--- config.mk ---
export PLATFORM = sky130hd
export DESIGN_NAME = rbfe_cfg_regs
export DESIGN_NICKNAME = d
export VERILOG_FILES = /design/src/rtl/core/rect_blit_fill_engine_assert.svh /design/src/rtl/core/rbfe_pkg.sv /design/src/rtl/core/rbfe_cfg_regs.sv
export SDC_FILE = /design/constraint.sdc
export NUM_CORES = 1
export LEC_CHECK = 0
export BUFFER_PORTS_ARGS = -buffer_cell sky130_fd_sc_hd__buf_4
export CAP_MARGIN = 5
export CORE_MARGIN = 1
export CORE_UTILIZATION = 30
export DETAILED_ROUTE_END_ITERATION = 16
export RECOVER_POWER = 100
export SLEW_MARGIN = 40
export SYNTH_ARGS = -nofsm -noshare
export SYNTH_HDL_FRONTEND = slang
export SYNTH_SLANG_ARGS = --single-unit
--- constraint.sdc ---
create_clock -name clk_i -period 0.96 [get_ports clk_i]
set_clock_uncertainty 0.2 [all_clocks]
set_input_delay 0.048 -clock clk_i [delete_from_list [all_inputs] [get_ports clk_i]]
set_output_delay 0.048 -clock clk_i [all_outputs]
set_load 0.01 [all_outputs]
--- src/rtl/core/rect_blit_fill_engine_assert.svh ---
// Assertion macros shared by the blit engine modules.
`ifndef RECT_BLIT_FILL_ENGINE_ASSERT_SVH
`define RECT_BLIT_FILL_ENGINE_ASSERT_SVH

// same-cycle implication
`define RBFE_ASSERT_IMP(lbl, clk, rstn, ante, cons, msg) \
  lbl: assert property (@(posedge clk) disable iff (!rstn) (ante) |-> (cons)) \
    else $error(msg);

// next-cycle implication
`define RBFE_ASSERT_NXT(lbl, clk, rstn, ante, cons, msg) \
  lbl: assert property (@(posedge clk) disable iff (!rstn) (ante) |=> (cons)) \
    else $error(msg);

`endif

--- src/rtl/core/rbfe_pkg.sv ---
// Shared types and constants of the rectangle blit/fill engine.
`default_nettype none
package rbfe_pkg;

  localparam int STORE_DEPTH_DEF = 65536;
  localparam int PIXEL_BITS_DEF  = 8;

  localparam int DIM_W    = 10;
  localparam int ADDR_IN_W = 16;
  localparam int VAL_W    = 8;
  localparam int ACAL_W   = 22;

  localparam logic [DIM_W-1:0] SRC_WIDTH_RST  = 10'd320;
  localparam logic [DIM_W-1:0] SRC_HEIGHT_RST = 10'd200;
  localparam logic [DIM_W-1:0] DST_WIDTH_RST  = 10'd320;
  localparam logic [DIM_W-1:0] DST_HEIGHT_RST = 10'd200;

  localparam int CFG_IDX_W = 2;
  localparam logic [CFG_IDX_W-1:0] CFG_SRC_WIDTH  = 2'd0;
  localparam logic [CFG_IDX_W-1:0] CFG_SRC_HEIGHT = 2'd1;
  localparam logic [CFG_IDX_W-1:0] CFG_DST_WIDTH  = 2'd2;
  localparam logic [CFG_IDX_W-1:0] CFG_DST_HEIGHT = 2'd3;

  typedef enum logic [2:0] {
    ACT_WR_SRC = 3'd0,
    ACT_WR_DST = 3'd1,
    ACT_RD_DST = 3'd2,
    ACT_COPY   = 3'd3,
    ACT_FILL   = 3'd4
  } action_e;

  typedef struct packed {
    logic [DIM_W-1:0] src_w;
    logic [DIM_W-1:0] src_h;
    logic [DIM_W-1:0] dst_w;
    logic [DIM_W-1:0] dst_h;
  } cfg_t;

  typedef struct packed {
    logic [2:0]           action;
    logic [ADDR_IN_W-1:0] pixel_address;
    logic [VAL_W-1:0]     pixel_value;
    logic [DIM_W-1:0]     src_x;
    logic [DIM_W-1:0]     src_y;
    logic [DIM_W-1:0]     dst_x;
    logic [DIM_W-1:0]     dst_y;
    logic [DIM_W-1:0]     rect_width;
    logic [DIM_W-1:0]     rect_height;
    logic                 src_whole;
    logic                 dst_whole;
  } item_t;

  typedef struct packed {
    logic [VAL_W-1:0] read_pixel;
    logic [DIM_W-1:0] clipped_width;
    logic [DIM_W-1:0] clipped_height;
    logic             fault;
  } result_t;

  typedef struct packed {
    logic load;
    logic setup;
    logic step;
    logic out_load;
  } cmd_t;

  typedef struct packed {
    logic rect_go;
    logic last;
  } sts_t;

endpackage
`default_nettype wire

--- src/rtl/core/rbfe_cfg_regs.sv ---
// Surface size registers written over the configuration channel.
`default_nettype none
module rbfe_cfg_regs (
  input  logic                           clk_i,
  input  logic                           rst_ni,
  input  logic                           cfg_valid_i,
  output logic                           cfg_ready_o,
  input  logic [rbfe_pkg::CFG_IDX_W-1:0] cfg_index_i,
  input  logic [rbfe_pkg::DIM_W-1:0]     cfg_data_i,
  output rbfe_pkg::cfg_t                 cfg_o
);
  import rbfe_pkg::*;

  cfg_t cfg_q, cfg_d;

  assign cfg_ready_o = 1'b1;
  assign cfg_o       = cfg_q;

  always_comb begin
    cfg_d = cfg_q;
    if (cfg_valid_i) begin
      case (cfg_index_i)
        CFG_SRC_WIDTH:  cfg_d.src_w = cfg_data_i;
        CFG_SRC_HEIGHT: cfg_d.src_h = cfg_data_i;
        CFG_DST_WIDTH:  cfg_d.dst_w = cfg_data_i;
        CFG_DST_HEIGHT: cfg_d.dst_h = cfg_data_i;
        default:        cfg_d = cfg_q;
      endcase
    end
  end

  always_ff @(posedge clk_i or negedge rst_ni) begin
    if (!rst_ni) begin
      cfg_q.src_w <= SRC_WIDTH_RST;
      cfg_q.src_h <= SRC_HEIGHT_RST;
      cfg_q.dst_w <= DST_WIDTH_RST;
      cfg_q.dst_h <= DST_HEIGHT_RST;
    end else begin
      cfg_q <= cfg_d;
    end
  end

endmodule
`default_nettype wire

==> summary.md, run 1 <==
| Metric | Value |
|---|---|
| Outcome | finished, violations left |
| Failing checks | hold timing, setup timing |
| Post-layout util | 51.02% |
| Fin Hold WS | -185.8 ps |
| Multi-input gate area | between 600 and 700 um2 |
| Most common cell in the synthesized netlist | dfrtp_1 |
| Filler cell count | about 440 |
| RSZ-0062 raised after global routing | yes |
| Reg clk slew, reported paths | approximately 80 ps |
| Critical Path End Type | primary output |
| Area fraction in compound gates after synthesis | 0% |
| CP cell instances | buf_6 |
| Pwr Density | between 1500 and 2000 nW/um2 |
| Ant diodes | 0 |
| Highest Clock Rate | ~0.84 GHz |
| Sw power | 0.001381 W |
| VDD IR max | about 650 uV |
| Synth Area in Simple Gates | under 10% |
| Worst-path fanout max | 2 |
| Initial core utilization | a little under a third |
| Worst path required time | around 700 ps |
| Top cells by area, synth | dfrtp_1 46%, mux2_4 19%, dfstp_2 16%, mux2_2 14%, buf_6 2.1% |
| Placement-stage worst setup slack | -248.6 ps |
| Mux contribution to synthesized area | about a third |
| H-tree depth | 2 |
| Synth top area share | between 40% and 50% |
| Initial antenna violation count | 0 |
| Sw frac | 26.54% |
| # DRC | 0 |
| Nets | 187 |
| Combinational share of power | between 30% and 40% |
| Vias in the first global route | approximately 1,200 |
| Die width | between 70 and 80 um |
| Setup CP Type | register to primary output |
| Die area | 5703 um2 |
| TritonCTS clock tree | built |
| First-pass GRT wire length | about 5900 um |
| Die height | around 76 um |
| Detail Placement HPWL | roughly 2600 um |
| Mapped Nets | roughly 100 |
| Min Clock Period, post-route | ~1200 ps |
| Post-Synth Adder-Cell Area | 0% |
| Seq pwr share | 44.8% |
| Final setup margin | -236.3 ps |
| Top_reg_cell synth | dfrtp_1 |
| Ys async rst share | 100.0% |
| Combinational family with the most area after synthesis | multiplexers |
| Max reg flops | 40 |
| Xor/xnor share of the synthesized area | 0% |
| Pin count of the biggest net entering global routing | slightly above 40 |
| Crit path buf inv count | 1 |
| Overflow after GRT | 0 |
| Synthesized area | roughly 1600 um2 |
| Post-synth top area cell | dfrtp_1 |
| WL/cell | about 15 um |
| Storage cell area | approximately 1000 um2 |
| Final hold violations | 36 |
| Crit path largest cell delay | between 500 and 600 ps |
| Max-cap viol count | 0 |
| Share of cells above drive strength 1 | approximately four fifths |
| Final setup viols | 70 |
| CORE AREA | 5172 um2 |
| Layout area overhead | 62.73% |
| Syn Inst Count | 89 |
| Top-Level Pins | 56 |
| Final worst path period share | 124.6% |
| Startpoint types | register |
| IO buf count | 54 |
| Mean Syn Cell Area | between 15 and 20 um2 |
| Hold Path Class | input pin to register |
| Root Buffer | clkbuf_8 |
| CTS buffer count | 5 |
| Routed Antenna Nets | 0 |
| Max Transition Viols Final | 0 |
| WP data arrival | about 950 ps |
| Sequential-to-total area share from yosys stat | 62.50% |
| DRT Wirelength | about 3700 um |
| RePlAce Congestion | 0.7312 |
| Iteration-0 DRC Markers | between 60 and 70 |
| Slowest CP cell | dfstp_2 |
| Int Power | about 0.0038 W |
| Clk sinks | 40 |
| Router iterations before antenna repair | 4 |
| Netlist cell types | 10 |
| Hold_buf cts | 2 |
| Global Route Usage Sum | around 15% |
| Synth cell count leaders | 30 x dfrtp_1, 20 x mux2_2, 20 x mux2_4, 10 x dfstp_2, 3 x buf_6 |
| Clock network power share | roughly a fifth |
| CP top delay family | flip-flops |
| Yosys warnings | 0 |
| TNS Setup | -7390 ps |
| EDFF count, synth | 0 |
| Clock latency on the worst-skew pair | about 290 ps |
| P_leak | 1.311 nW |
| Site row count | 26 |
| Clock Path Buffers | 2 |
| Vias per std cell | 4.309 |
| Vias | approximately 1,000 |
| FF+latch count, synth | 40 |
## final cells by class
| class | count | share of cell area, % |
|---|---|---|
| clock inverter | 3 | 0.7112 |
| multi-input combinational | 45 | 24.13 |
| clock buffer | 5 | 2.608 |
| tap | 70 | 3.319 |
| timing repair buffer | 80 | 30.82 |
| sequential | 40 | 38.41 |
## kinds of logic after synthesis
family	after synthesis
flip-flops	40
buffers and inverters	4
multiplexers	40
AND/OR/NAND/NOR	4
other	1
## worst paths after layout
path / startpoint / end / slack (ps) / depth (start not counted)
worst max-delay path: cfg_o[38] / cfg_o[38] / -240 / 1
worst min-delay path: cfg_data_i[2] / cfg_o[32] / -190 / 2
worst max register to register: cfg_o[39] / cfg_o[39] / -150 / 2
worst min register to register: cfg_o[5] / cfg_o[5] / 340 / 1
max in group asynchronous: rst_ni / cfg_o[3] / 130 / 3
min in group asynchronous: rst_ni / cfg_o[10] / 100 / 3
## routing by layer
metal,track usage (%),wire (um),vias up
met4,6.996,78,0
met5,0,0,-
met1,16.46,1555,524
li1,-,-,478
met2,25.30,1937,38
met3,4.101,172,7
## power by group through the flow
stage	Combinational [W]	Clock [W]	Sequential (W)
final	0.00178	0.00109	0.00233
after global routing	0.00191	0.00121	0.00237
after CTS	0.00177	0.00112	0.00233
after detailed placement	0.00145	0	0.00229
after global placement	0.00143	0	0.00228
after floorplan	0.000506	0	0.00241
## per-stage QoR
stage / cell area [um2] / total power [W] / instances
after CTS: 2629 / 0.005214 / 242
after global placement: 2296 / 0.003706 / 227
after detailed placement: 2296 / 0.003741 / 227
after floorplan: 1684 / 0.002919 / 89
after global routing: 2639 / 0.005490 / 243
final: 2639 / 0.005202 / 243
## layout by cell type (no fill, tap or decap)
| cell type | netlist | final |
|---|---|---|
| buf_6 | 3 | 52 |
| dfstp_1 | 0 | 1 |
| dfrtp_1 | 30 | 30 |
| nor3b_4 | 0 | 1 |
| clkinv_2 | 0 | 2 |
| dfstp_2 | 10 | 9 |
| buf_12 | 0 | 1 |
| mux2_2 | 20 | 3 |
| mux2_4 | 20 | 37 |
| clkbuf_4 | 0 | 1 |
| clkbuf_8 | 0 | 5 |
| nand3_2 | 1 | 1 |
| clkinv_4 | 0 | 1 |
| nand3b_1 | 2 | 2 |
| buf_4 | 1 | 24 |
| dlygate4sd3_1 | 0 | 2 |
| conb_1 | 1 | 1 |
## timing repair
action                                 in CTS  in global routing
endpoints found under the hold margin      80                 36
buffers inserted                            5                  2
setup endpoints to repair                  54                 76
pin swaps                                   0                  0
gates resized for setup                    50                  3
(Power assumes the default switching activity.)
==> run 2, diff against run 1 <==
==> constraint.sdc (replaced) <==
create_clock -name clk_i -period 1.5 [get_ports clk_i]
set_clock_uncertainty 0.2 [all_clocks]
set_input_delay 0.075 -clock clk_i [delete_from_list [all_inputs] [get_ports clk_i]]
set_output_delay 0.075 -clock clk_i [all_outputs]
set_load 0.01 [all_outputs]
==> run 2 against run 1 <==
- the flow now finishes without violations
- largest power group unchanged
- global-route usage down 1.2 points
- wire length down 7.1%
- register-to-register slack better by 640 ps
- clock power down 13%
==> summary.md, run 2 (synthesis gave the netlist of run 1 again) <==
| Metric | Value |
|---|---|
| Max reg flops | 40 |
| Most common cell after layout, fill and taps aside | clkbuf_1 |
| Nets | around 180 |
| Final setup viols | 0 |
| Worst-path fanout max | 2 |
| TritonCTS clock tree | built |
| Die height | around 76 um |
| Ant diodes | 0 |
| Combinational share of power | between 10% and 20% |
| Die area | between 5000 and 6000 um2 |
| Root Buffer | clkbuf_8 |
| TNS Setup | 0 ps |
| RePlAce Congestion | about 0.72 |
| Top-Level Pins | 56 |
| Global Route Usage Sum | between 10% and 20% |
| IO buf count | 54 |
| Seq pwr share | a little under half |
| Share of cells above drive strength 1 | between 30% and 40% |
| Setup CP Type | register to primary output |
| Post-layout util | 40.59% |
| Clock latency on the worst-skew pair | between 200 and 300 ps |
| Initial core utilization | 31.35% |
| WL/cell | between 15 and 20 um |
| Crit path buf inv count | 1 |
| # DRC | 0 |
| Slowest CP cell | dfstp_2 |
| Max Transition Viols Final | 0 |
| Crit path largest cell delay | between 500 and 600 ps |
| Router iterations before antenna repair | 2 |
| Pin count of the biggest net entering global routing | 41 |
| Worst path required time | roughly 1200 ps |
| Outcome | finished, final reports clean |
| Vias | about 1,000 |
| Critical Path End Type | primary output |
| VDD IR max | ~350 uV |
| Reg clk slew, reported paths | around 80 ps |
| Highest Clock Rate | between 0.7 and 0.8 GHz |
| Overflow after GRT | 0 |
| Clock network power share | 32.1% |
| Routed Antenna Nets | 0 |
| WP data arrival | 990 ps |
| Sw power | a little under 0.0008 W |
| Min Clock Period, post-route | between 1000 and 1500 ps |
| Non-filler instance count after layout | between 200 and 250 |
| P_leak | between 0.8 and 0.9 nW |
| Vias in the first global route | 1,017 |
| CORE AREA | slightly above 5000 um2 |
| Pwr Density | 1412 nW/um2 |
| Die width | 75.52 um |
| Startpoint types | register |
| H-tree depth | 2 |
| Iteration-0 DRC Markers | 42 |
| Layout area overhead | 29.48% |
| RSZ-0062 raised after global routing | no |
| Postcts setup bufs | 0 |
| First-pass GRT wire length | around 5400 um |
| Most frequent cells in the layout | 46 x clkbuf_1, 30 x dfrtp_1, 20 x mux2_2 |
| CTS buffer count | 5 |
| Fin Hold WS | roughly 87 ps |
| Vias per std cell | ~4.3 |
| GR Layer Usage met1 | around 17% |
| Clk sinks | 40 |
| Final worst path period share | between 80% and 90% |
| Cells after DPL | 212 |
| Sw frac | about a quarter |
| Site row count | 26 |
| Initial antenna violation count | 0 |
| Met3 Track Usage GR | 4.365% |
| Hold Path Class | input pin to async pin |
| Clock Path Buffers | 2 |
| Most used routing layer | met2 |
| CP cell instances | clkbuf_1 |
| DRT Wirelength | 3477 um |
| Grt met2 use | 20.63% |
| Design area | 2100 um2 |
| CP top delay family | flip-flops |
| Int Power | approximately 0.0022 W |
| Detail Placement HPWL | between 2000 and 2500 um |
| Post-DP Area | between 2000 and 2500 um2 |
| Max-cap viol count | 0 |
| Final hold violations | 0 |
[run 2: cell types whose count changed in the layout (fill, tap and decap cells not counted), sizes merged]
cell | before | now
buf | 77 | 11
clkbuf | 6 | 53
dlygate4sd3 | 2 | 11
bufinv | 0 | 1
clkinv | 3 | 0
[run 2: per-stage QoR]
stage                     power (W)  setup slack, ps
after detailed placement   0.002264            226.4
after global placement     0.002236            247.8
after CTS                  0.003255            252.2
after global routing       0.003138            182.5
after floorplan            0.001818            451.4
final                      0.002965            237.3
[run 2: routing by layer]
metal	wire, um	vias up
li1	-	452
met1	1619	490
met2	1561	38
met3	213	8
met4	82	0
met5	0	-
[run 2: worst paths after layout]
path / cells after the start / startpoint / slack, ps / end
setup / recovery: 1 / cfg_o[36] / 240 / cfg_o[36]
hold / removal: 2 / rst_ni / 90 / cfg_o[13]
max in group asynchronous: 2 / rst_ni / 650 / cfg_o[18]
setup reg to reg: 1 / cfg_o[20] / 490 / cfg_o[20]
hold reg to reg: 1 / cfg_o[13] / 300 / cfg_o[13]
min in group clk_i: 4 / cfg_index_i[0] / 160 / cfg_o[39]
[run 2: power by group through the flow]
stage	sequential [W]	combinational, W	clock [W]
after detailed placement	0.00146	0.000804	0
after CTS	0.00144	0.000830	0.000984
final	0.00142	0.000588	0.000953
after floorplan	0.00154	0.000276	0
after global routing	0.00145	0.000649	0.00104
after global placement	0.00145	0.000782	0
[run 2: what timing repair did]
item / CTS / global route
hold buffers: 11 / 0
resized for setup: 0 / 0
hold endpoints to repair: 80 / 0
[run 2: cell type report]
cell class,instances,area [um2]
clock buffer,7,96.34
multi-input combinational,45,506.7
timing repair buffer,68,365.4
sequential,40,1013
tap,70,87.58
clock inverter,1,30.03
fill,520,3073
